**src/rtl/pftb_pkg.sv**
```systemverilog
`timescale 1ns / 1ps
// Package for the palette fog/tint blend unit: configuration and pipeline
// stage types, register indexes and shared arithmetic helpers. No dependencies.
package pftb_pkg;

  // Palette size: entries at or above this index pass through untouched
  localparam int PALETTE_ENTRIES = 256;

  localparam logic [7:0]  ALPHA_OPAQUE   = 8'd255;
  localparam logic [7:0]  FOG_ALPHA_RST  = 8'd180;
  localparam logic [15:0] OPAQUE_COLOR   = 16'h0001;
  localparam logic [4:0]  CHAN_MAX       = 5'h1F;
  localparam logic [23:0] REMAP_MAX_IDENT = 24'hFFFFFF;
  localparam logic [23:0] REMAP_MIN_IDENT = 24'h000000;

  // Configuration register indexes
  typedef enum logic [2:0] {
    CFG_FOG_ENABLE   = 3'd0,
    CFG_TINT_MODE    = 3'd1,
    CFG_FOG_COLOR    = 3'd2,
    CFG_FOG_ALPHA    = 3'd3,
    CFG_TINT_COLOR_A = 3'd4,
    CFG_TINT_ALPHA   = 3'd5,
    CFG_TINT_COLOR_B = 3'd6
  } cfg_idx_t;

  typedef struct packed {
    logic        fog_enable;
    logic        tint_mode;
    logic [23:0] fog_color;
    logic [7:0]  fog_alpha;
    logic [23:0] tint_color_a;
    logic [7:0]  tint_alpha;
    logic [23:0] tint_color_b;
  } cfg_t;

  // Stage 1: source beat plus fog/tint mix numerators
  typedef struct packed {
    logic [15:0] color;
    logic [7:0]  index;
    logic [15:0] sum_r;
    logic [15:0] sum_g;
    logic [15:0] sum_b;
    logic [15:0] sum_a;
  } s1_t;

  // Stage 2: lerp products, remap result and selection flags
  typedef struct packed {
    logic [15:0]        color;
    logic [7:0]         index;
    logic               active;
    logic               tinted;
    logic               remap_sel;
    logic               opaque;
    logic signed [14:0] prod_r;
    logic signed [14:0] prod_g;
    logic signed [14:0] prod_b;
    logic [15:0]        remap_color;
  } s2_t;

  // f*(255-a) + t*a, at most 255*255 so it fits 16 bits
  function automatic logic [15:0] mix_sum(input logic [7:0] f, input logic [7:0] t,
                                          input logic [7:0] a);
    logic [16:0] s;
    s = 17'(f) * 17'(ALPHA_OPAQUE - a) + 17'(t) * 17'(a);
    return s[15:0];
  endfunction

  // floor(x/255) for x <= 65025 without a divider
  function automatic logic [7:0] div255(input logic [15:0] x);
    logic [16:0] s;
    s = 17'(x) + 17'(x[15:8]) + 17'd1;
    return s[15:8];
  endfunction

  // (mn>>3) + ((ch*mx)>>8), saturated at 31
  function automatic logic [4:0] remap5(input logic [4:0] ch, input logic [7:0] mx,
                                        input logic [7:0] mn);
    logic [12:0] p;
    logic [5:0]  v;
    p = 13'(ch) * 13'(mx);
    v = 6'(mn[7:3]) + 6'(p[12:8]);
    return (v > 6'(CHAN_MAX)) ? CHAN_MAX : v[4:0];
  endfunction

  // c + p/256 with the quotient truncated toward zero, kept to 5 bits
  function automatic logic [4:0] lerp_finish(input logic [4:0] c,
                                             input logic signed [14:0] p);
    logic signed [14:0] adj;
    logic [6:0]         s;
    adj = p + (p[14] ? 15'sd255 : 15'sd0);
    s   = 7'(c) + 7'(adj[14:8]);
    return s[4:0];
  endfunction

endpackage

```
**src/rtl/palette_fog_tint_blend_top.sv**
```systemverilog
`timescale 1ns / 1ps
// Top level of the palette fog/tint blend unit: config registers plus a
// three-stage datapath. Depends on pftb_pkg and the pftb_* modules.
//
// Usage:
//   Input channel (in_valid / in_stall) carries one RGBA5551 palette entry
//   and its index per beat; output channel (out_valid / out_stall) returns
//   the tinted entry, the index and the tint-active flag, one beat per input
//   beat, in order.
//   A beat passes through the three registered stages (mix numerators,
//   target select and lerp products, truncating finish) before out_valid
//   rises. Throughput: one beat per clock while out_stall is low.
//   Each stage holds its beat while the next one cannot take it, so in_stall rises
//   only once all three stages hold beats and out_stall is high; bubbles
//   close up while the output is stalled.
//   Config writes (cfg_we, cfg_index, cfg_wdata) take effect at the next
//   edge; write them only while no beat is in flight.
//   Reset (rst_n low, synchronous) empties the pipeline and loads the
//   register defaults: everything zero except fog alpha = 180.
module palette_fog_tint_blend_top (
  input  logic        clk,
  input  logic        rst_n,
  input  logic        cfg_we,
  input  logic [2:0]  cfg_index,
  input  logic [23:0] cfg_wdata,
  input  logic        in_valid,
  output logic        in_stall,
  input  logic [15:0] in_palette_color,
  input  logic [7:0]  in_palette_index,
  output logic        out_valid,
  input  logic        out_stall,
  output logic [15:0] out_tinted_color,
  output logic [7:0]  out_entry_index,
  output logic        out_tint_active
);
  import pftb_pkg::*;

  cfg_t cfg;
  s1_t  s1_data;
  s2_t  s2_data;
  logic s1_valid;
  logic s2_valid;
  logic s1_ready;
  logic s2_ready;
  logic s3_ready;

  pftb_cfg_regs u_cfg (
    .clk       (clk),
    .rst_n     (rst_n),
    .cfg_we    (cfg_we),
    .cfg_index (cfg_index),
    .cfg_wdata (cfg_wdata),
    .cfg       (cfg)
  );

  pftb_mix_stage u_mix (
    .clk           (clk),
    .rst_n         (rst_n),
    .cfg           (cfg),
    .up_valid      (in_valid),
    .up_ready      (s1_ready),
    .palette_color (in_palette_color),
    .palette_index (in_palette_index),
    .dn_valid      (s1_valid),
    .dn_ready      (s2_ready),
    .dn_data       (s1_data)
  );

  pftb_lerp_stage u_lerp (
    .clk      (clk),
    .rst_n    (rst_n),
    .cfg      (cfg),
    .up_valid (s1_valid),
    .up_ready (s2_ready),
    .up_data  (s1_data),
    .dn_valid (s2_valid),
    .dn_ready (s3_ready),
    .dn_data  (s2_data)
  );

  pftb_out_stage u_out (
    .clk              (clk),
    .rst_n            (rst_n),
    .up_valid         (s2_valid),
    .up_ready         (s3_ready),
    .up_data          (s2_data),
    .out_valid        (out_valid),
    .out_stall        (out_stall),
    .out_tinted_color (out_tinted_color),
    .out_entry_index  (out_entry_index),
    .out_tint_active  (out_tint_active)
  );

  assign in_stall = !s1_ready;

endmodule

```
**src/rtl/pftb_cfg_regs.sv**
```systemverilog
`timescale 1ns / 1ps
// Configuration register file for the palette fog/tint blend unit.
// Depends on pftb_pkg.
module pftb_cfg_regs (
  input  logic                clk,
  input  logic                rst_n,
  input  logic                cfg_we,
  input  logic [2:0]          cfg_index,
  input  logic [23:0]         cfg_wdata,
  output pftb_pkg::cfg_t      cfg
);
  import pftb_pkg::*;

  cfg_t cfg_r;
  cfg_t cfg_nxt;

  // Decode the write
  always_comb begin
    cfg_nxt = cfg_r;
    if (cfg_we) begin
      case (cfg_index)
        CFG_FOG_ENABLE:   cfg_nxt.fog_enable   = cfg_wdata[0];
        CFG_TINT_MODE:    cfg_nxt.tint_mode    = cfg_wdata[0];
        CFG_FOG_COLOR:    cfg_nxt.fog_color    = cfg_wdata;
        CFG_FOG_ALPHA:    cfg_nxt.fog_alpha    = cfg_wdata[7:0];
        CFG_TINT_COLOR_A: cfg_nxt.tint_color_a = cfg_wdata;
        CFG_TINT_ALPHA:   cfg_nxt.tint_alpha   = cfg_wdata[7:0];
        CFG_TINT_COLOR_B: cfg_nxt.tint_color_b = cfg_wdata;
        default:          cfg_nxt = cfg_r;
      endcase
    end
  end

  always_ff @(posedge clk) begin
    if (!rst_n) begin
      cfg_r.fog_enable   <= 1'b0;
      cfg_r.tint_mode    <= 1'b0;
      cfg_r.fog_color    <= '0;
      cfg_r.fog_alpha    <= FOG_ALPHA_RST;
      cfg_r.tint_color_a <= '0;
      cfg_r.tint_alpha   <= '0;
      cfg_r.tint_color_b <= '0;
    end else begin
      cfg_r <= cfg_nxt;
    end
  end

  assign cfg = cfg_r;

endmodule

```
**src/rtl/pftb_mix_stage.sv**
```systemverilog
`timescale 1ns / 1ps
// Stage 1: input register; captures the source beat with the fog/tint mix
// numerators (two 8x8 products per channel). Depends on pftb_pkg.
module pftb_mix_stage (
  input  logic           clk,
  input  logic           rst_n,
  input  pftb_pkg::cfg_t cfg,
  input  logic           up_valid,
  output logic           up_ready,
  input  logic [15:0]    palette_color,
  input  logic [7:0]     palette_index,
  output logic           dn_valid,
  input  logic           dn_ready,
  output pftb_pkg::s1_t  dn_data
);
  import pftb_pkg::*;

  logic valid_r;
  logic valid_nxt;
  s1_t  data_r;
  s1_t  data_nxt;

  assign up_ready = !valid_r || dn_ready;

  // Mix numerators depend only on configuration
  always_comb begin
    data_nxt.color = palette_color;
    data_nxt.index = palette_index;
    data_nxt.sum_r = mix_sum(cfg.fog_color[23:16], cfg.tint_color_a[23:16], cfg.tint_alpha);
    data_nxt.sum_g = mix_sum(cfg.fog_color[15:8], cfg.tint_color_a[15:8], cfg.tint_alpha);
    data_nxt.sum_b = mix_sum(cfg.fog_color[7:0], cfg.tint_color_a[7:0], cfg.tint_alpha);
    data_nxt.sum_a = mix_sum(cfg.fog_alpha, cfg.tint_alpha, cfg.tint_alpha);
  end

  always_comb begin
    valid_nxt = valid_r;
    if (up_ready) begin
      valid_nxt = up_valid;
    end
  end

  always_ff @(posedge clk) begin
    if (!rst_n) begin
      valid_r <= 1'b0;
    end else begin
      valid_r <= valid_nxt;
    end
  end

  always_ff @(posedge clk) begin
    if (up_ready && up_valid) begin
      data_r <= data_nxt;
    end
  end

  assign dn_valid = valid_r;
  assign dn_data  = data_r;

endmodule

```
**src/rtl/pftb_lerp_stage.sv**
```systemverilog
`timescale 1ns / 1ps
// Stage 2: target selection (/255 blend), activity decode, lerp products and
// the complete remap result. Depends on pftb_pkg.
module pftb_lerp_stage (
  input  logic           clk,
  input  logic           rst_n,
  input  pftb_pkg::cfg_t cfg,
  input  logic           up_valid,
  output logic           up_ready,
  input  pftb_pkg::s1_t  up_data,
  output logic           dn_valid,
  input  logic           dn_ready,
  output pftb_pkg::s2_t  dn_data
);
  import pftb_pkg::*;

  logic              valid_r;
  logic              valid_nxt;
  s2_t               data_r;
  s2_t               data_nxt;
  logic              fog;
  logic              lerp;
  logic              blend;
  logic              in_pal;
  logic [7:0]        t_r;
  logic [7:0]        t_g;
  logic [7:0]        t_b;
  logic [7:0]        t_a;
  logic [4:0]        c_r;
  logic [4:0]        c_g;
  logic [4:0]        c_b;
  logic signed [5:0] d_r;
  logic signed [5:0] d_g;
  logic signed [5:0] d_b;

  assign up_ready = !valid_r || dn_ready;

  assign fog    = cfg.fog_enable;
  assign lerp   = (cfg.tint_alpha != '0);
  assign blend  = !((cfg.tint_color_a == REMAP_MAX_IDENT) &&
                    (cfg.tint_color_b == REMAP_MIN_IDENT));
  assign in_pal = (int'(up_data.index) < PALETTE_ENTRIES);

  assign c_r = up_data.color[15:11];
  assign c_g = up_data.color[10:6];
  assign c_b = up_data.color[5:1];

  // Lerp target: fog, tint, or their /255 blend
  always_comb begin
    if (fog && lerp) begin
      t_r = div255(up_data.sum_r);
      t_g = div255(up_data.sum_g);
      t_b = div255(up_data.sum_b);
      t_a = div255(up_data.sum_a);
    end else if (fog) begin
      t_r = cfg.fog_color[23:16];
      t_g = cfg.fog_color[15:8];
      t_b = cfg.fog_color[7:0];
      t_a = cfg.fog_alpha;
    end else begin
      t_r = cfg.tint_color_a[23:16];
      t_g = cfg.tint_color_a[15:8];
      t_b = cfg.tint_color_a[7:0];
      t_a = cfg.tint_alpha;
    end
  end

  // Signed channel distance toward the 5-bit target
  assign d_r = $signed({1'b0, t_r[7:3]}) - $signed({1'b0, c_r});
  assign d_g = $signed({1'b0, t_g[7:3]}) - $signed({1'b0, c_g});
  assign d_b = $signed({1'b0, t_b[7:3]}) - $signed({1'b0, c_b});

  always_comb begin
    data_nxt.color       = up_data.color;
    data_nxt.index       = up_data.index;
    data_nxt.remap_sel   = cfg.tint_mode;
    data_nxt.active      = cfg.tint_mode ? (fog || blend) : (fog || lerp);
    data_nxt.tinted      = data_nxt.active && in_pal;
    data_nxt.opaque      = (t_a == ALPHA_OPAQUE);
    data_nxt.prod_r      = d_r * $signed({1'b0, t_a});
    data_nxt.prod_g      = d_g * $signed({1'b0, t_a});
    data_nxt.prod_b      = d_b * $signed({1'b0, t_a});
    data_nxt.remap_color = {remap5(c_r, cfg.tint_color_a[23:16], cfg.tint_color_b[23:16]),
                            remap5(c_g, cfg.tint_color_a[15:8], cfg.tint_color_b[15:8]),
                            remap5(c_b, cfg.tint_color_a[7:0], cfg.tint_color_b[7:0]),
                            1'b1};
  end

  always_comb begin
    valid_nxt = valid_r;
    if (up_ready) begin
      valid_nxt = up_valid;
    end
  end

  always_ff @(posedge clk) begin
    if (!rst_n) begin
      valid_r <= 1'b0;
    end else begin
      valid_r <= valid_nxt;
    end
  end

  always_ff @(posedge clk) begin
    if (up_ready && up_valid) begin
      data_r <= data_nxt;
    end
  end

  assign dn_valid = valid_r;
  assign dn_data  = data_r;

endmodule

```
**src/rtl/pftb_out_stage.sv**
```systemverilog
`timescale 1ns / 1ps
// Stage 3: finishes the lerp (truncating /256), picks the final entry and
// holds it in the output register. Depends on pftb_pkg.
module pftb_out_stage (
  input  logic           clk,
  input  logic           rst_n,
  input  logic           up_valid,
  output logic           up_ready,
  input  pftb_pkg::s2_t  up_data,
  output logic           out_valid,
  input  logic           out_stall,
  output logic [15:0]    out_tinted_color,
  output logic [7:0]     out_entry_index,
  output logic           out_tint_active
);
  import pftb_pkg::*;

  logic        valid_r;
  logic        valid_nxt;
  logic [15:0] color_r;
  logic [15:0] color_nxt;
  logic [7:0]  index_r;
  logic        active_r;
  logic [15:0] lerp_color;

  assign up_ready = !valid_r || !out_stall;

  assign lerp_color = {lerp_finish(up_data.color[15:11], up_data.prod_r),
                       lerp_finish(up_data.color[10:6], up_data.prod_g),
                       lerp_finish(up_data.color[5:1], up_data.prod_b),
                       1'b1};

  // Final entry select
  always_comb begin
    if (!up_data.tinted) begin
      color_nxt = up_data.color;
    end else if (up_data.remap_sel) begin
      color_nxt = up_data.remap_color;
    end else if (up_data.opaque) begin
      color_nxt = OPAQUE_COLOR;
    end else begin
      color_nxt = lerp_color;
    end
  end

  always_comb begin
    valid_nxt = valid_r;
    if (up_ready) begin
      valid_nxt = up_valid;
    end
  end

  always_ff @(posedge clk) begin
    if (!rst_n) begin
      valid_r <= 1'b0;
    end else begin
      valid_r <= valid_nxt;
    end
  end

  always_ff @(posedge clk) begin
    if (up_ready && up_valid) begin
      color_r  <= color_nxt;
      index_r  <= up_data.index;
      active_r <= up_data.active;
    end
  end

  assign out_valid        = valid_r;
  assign out_tinted_color = color_r;
  assign out_entry_index  = index_r;
  assign out_tint_active  = active_r;

endmodule
```
**config.mk**
```make
export PLATFORM = sky130hd
export DESIGN_NAME = palette_fog_tint_blend_top
export DESIGN_NICKNAME = d
export VERILOG_FILES = /design/src/rtl/pftb_pkg.sv /design/src/rtl/palette_fog_tint_blend_top.sv /design/src/rtl/pftb_cfg_regs.sv /design/src/rtl/pftb_mix_stage.sv /design/src/rtl/pftb_lerp_stage.sv /design/src/rtl/pftb_out_stage.sv
export SDC_FILE = /design/constraint.sdc
export NUM_CORES = 2
export LEC_CHECK = 0
export BUFFER_PORTS_ARGS = -buffer_cell sky130_fd_sc_hd__buf_2
export CORE_ASPECT_RATIO = 1.4
export CORE_MARGIN = 3
export CORE_UTILIZATION = 60
export CTS_CLUSTER_SIZE = 25
export DETAILED_ROUTE_END_ITERATION = 8
export PLACE_DENSITY = 0.77
export RECOVER_POWER = 100
export SETUP_SLACK_MARGIN = 0.1
export SLEW_MARGIN = 10
export SYNTH_ARGS = -nofsm -noshare
export SYNTH_HDL_FRONTEND = slang
export SYNTH_SLANG_ARGS = --single-unit
```
**constraint.sdc**
```tcl
create_clock -name clk -period 10.9 [get_ports clk]
set_input_delay 1.09 -clock clk [delete_from_list [all_inputs] [get_ports clk]]
set_output_delay 1.09 -clock clk [all_outputs]
set_load 0.05 [all_outputs]
```
==> run metrics <==
CP Buf/Inv Count=5; maximum buffer depth of the clock tree=3; height of the die=around 300 um; launch instance of the worst register-to-register path=u_cfg.cfg[24]; cell row count=107; total stage count of the critical path=30; critical-path cell with the highest stage delay=sky130_fd_sc_hd__clkbuf_1; clock network latency to the later pin of the worst-skew pair=about 0.61 ns; remaining antenna violation count after routing=0; Overall Global Routing Usage=28.13%; CP startpoint kind=flop; x dimension of the die=217.2 um; mux contribution to synthesized area=0.5746%; Synth Area in Simple Gates=15.77%; fraction of layout cells with a size suffix above 1=4.570%; number of flops mapped to enable cells by yosys=between 150 and 200; unrepaired setup endpoints after global routing=no; post-synthesis share of cell area spent on full adders, half adders and majority gates=43.37%; final max-slew violation count=320; final count of negative-setup-slack endpoints=0; # resized after CTS=0; HPWL after DPL=69070 um; combinational family with the most area after synthesis=adder cells; Synth Flop Type=sky130_fd_sc_hd__edfxtp_1; cell repeated most along the worst path=sky130_fd_sc_hd__fa_1; Post-Syn Area per Cell=9.530 um2; number of buffers inserted during clock tree synthesis=29; commonest non-fill, non-tap cell in the layout=sky130_fd_sc_hd__inv_1; Sum Neg Setup Slack=0 ns; number of filler instances in the final layout=5017; number of antenna violations at the first check in global routing=3; Post-Layout Inst Area=between 30000 and 40000 um2; remaining routing DRC violations=0; share of synthesized area occupied by flip-flops and latches=20.77%; launch point of the worst path=u_cfg.cfg[24]; flip-flop and latch count after synthesis=290; Data arrival, critical path=roughly 8.7 ns; hold violation total from the final report=0; worst hold-check path type=reg -> reg; routed via count divided by cell count=5.653; Post-CTS Setup Bufs=0; via count of the first global-routing pass=~29k; Sequential Area=7785 um2; master cell of the clock root buffer=sky130_fd_sc_hd__clkbuf_16; Pwr Density=between 100 and 150 nW/um2; final critical-path share of the clock period=around 77%; outcome=finished with violations; CTS tree=done; initial core utilization=roughly three fifths; slowest stage delay, CP=~0.74 ns; netlist area before placement=37450 um2; global-route wire length before repair=~150000 um; gate count after technology mapping=3930; level count of the clock H-tree=1; most used cells in the layout excluding fill and tap cells=sky130_fd_sc_hd__inv_1, sky130_fd_sc_hd__fa_1, sky130_fd_sc_hd__ha_1; final-stage net count=4966; worst-case register-to-register setup slack=2.52 ns; Avg WL per Cell=18.78 um; final setup skew=~0.013 ns; worst vdd ir=~0.00015 V; footprint of the multi-input gates=26560 um2; number of buffers inserted for hold repair after clock tree synthesis=0; Tightest Pin Transition=3.823 ns; met3 routed WL=5367 um; top-level port count=83; area enclosed by the die boundary=~65000 um2; FFs w/ async S/R, synth=0%; final RePlAce weighted congestion=0.9006; leakage component of the power=18.88 nW; top metal layer carrying routed signals=met4; number of violations of the max-capacitance limit=6; endpoint of the worst register-to-register path=u_lerp.dn_data[60]; WL met1=32630 um; Total Wirelength=approximately 90000 um; vias after detailed routing=26.90k; maximum number of pins on one net before global-route repair=94; Slew Limit Headroom=-154.9%; type of the worst setup path=reg -> reg; initial DRC count=1453; number of cells on the worst reg-to-reg path=30; synthesized-area fraction occupied by xor and xnor cells=3.671%; largest delay contributor family on the critical path=adder cells; placed cell area=a little under 40000 um2; sinks on the clock net=290; final worst path period need=8.377 ns; clock-pin transition on the worst setup and hold timing paths=0.07 ns; Met2 Wirelength=between 40000 and 50000 um; IO buf count=82; Req. time, crit path=11.25 ns; synthesized-area fraction occupied by ao, oa, aoi and oai cells=7.430%; critical path endpoint category=flop; violated checks=max-capacitance violations, max-slew violations; maximum clock frequency=0.1194 GHz; remaining global-route overflow=0; Synth warnings=0; first drt pass iteration count=5; capture point of the critical path=u_lerp.dn_data[60]; post-synthesis cell type count=70; CORE AREA=just over 60000 um2; largest driver fanout on the critical path=64; post-synthesis to final-layout area growth=5.191%
==> routing by layer <==
metal,GRT usage [%],up-vias
met2,50.80,844
met1,32.80,13390
li1,-,12400
met4,15.20,0
met5,0,-
met3,2.933,266
==> worst min path at each step <==
stage	slack, ns	from	cells after the start	end
finish	0.42	u_mix.dn_data[66]	0	u_lerp.dn_data[67]
global route	0.42	u_mix.dn_data[66]	0	u_lerp.dn_data[67]
CTS	0.42	u_mix.dn_data[66]	0	u_lerp.dn_data[67]
detailed placement	0.40	u_mix.dn_data[66]	0	u_lerp.dn_data[67]
global placement	0.40	u_lerp.dn_data[69]	0	u_out.out_entry_index[4]
floorplan	0.40	u_mix.dn_data[64]	0	u_lerp.dn_data[65]
==> through the flow <==
stage	setup slack (ns)	total power, mW	util (%)	hold WS, ns	cells
2_1_floorplan	4.075	2.688	-	0.4003	3936
3_3_place_gp	3.453	3.029	62.91	0.4030	4702
3_5_place_dp	3.352	3.101	62.91	0.4045	4702
4_1_cts	3.331	4.090	64.40	0.4194	4756
5_1_grt	1.937	4.373	64.24	0.4233	4756
6_report	2.523	4.075	64.25	0.4182	4759
==> Yosys cell counts, types with 22 or more instances <==
cell type                    n  area share (%)
sky130_fd_sc_hd__a21boi_0   88             1.8
sky130_fd_sc_hd__a21o_1     37            0.74
sky130_fd_sc_hd__a21oi_1   112             1.5
sky130_fd_sc_hd__and2_1    184             3.1
sky130_fd_sc_hd__buf_1      22            0.22
sky130_fd_sc_hd__clkbuf_1  137             1.4
sky130_fd_sc_hd__dfxtp_1    93             5.0
sky130_fd_sc_hd__edfxtp_1  197              16
sky130_fd_sc_hd__fa_1      507              27
sky130_fd_sc_hd__ha_1      487              16
sky130_fd_sc_hd__inv_1     662             6.6
sky130_fd_sc_hd__nand2_1   486             4.9
sky130_fd_sc_hd__nand2b_1   55            0.92
sky130_fd_sc_hd__nand3_1    32            0.43
sky130_fd_sc_hd__nor2_1    185             1.9
sky130_fd_sc_hd__nor2b_1   154             2.6
sky130_fd_sc_hd__nor3_1     38            0.51
sky130_fd_sc_hd__o21a_1     26            0.52
sky130_fd_sc_hd__o21ai_0    61            0.82
sky130_fd_sc_hd__xnor2_1    91             2.1
sky130_fd_sc_hd__xor2_1     66             1.5
==> cell type report <==
class                           instances  area share (%)
Tap cell                              817           2.595
Sequential cell                       290           19.76
Antenna cell                            3         0.01905
Multi-Input combinational cell       2814           67.42
Inverter                              663           6.317
Clock inverter                         23          0.4097
Timing Repair Buffer                  118           1.569
Clock buffer                           31           1.915
==> state kept, by name (all words and copies together), names as in the netlist <==
register,count
u_mix.dn_valid,1
u_cfg.cfg,90
u_lerp.dn_valid,1
u_out.out_tinted_color,16
u_lerp.dn_data,84
u_out.out_tint_active,1
u_out.out_entry_index,8
u_out.out_valid,1
u_mix.dn_data,88
==> power breakdown <==
| group | switching, mW | internal [mW] |
|---|---|---|
| clock network | 0.469 | 0.511 |
| registers | 0.106 | 1.35 |
| logic | 0.933 | 0.708 |
| total | 1.51 | 2.57 |
==> cell families after synthesis <==
family | Yosys count
xor gates and xnor gates | 157
and+or+nand+nor | 1211
AOI/OAI and AO/OA | 424
DFF | 290
adders and majority gates | 994
other | 2
muxes | 20
buffers and inverters | 832
No activity file was read; power rests on OpenSTA's default activity.
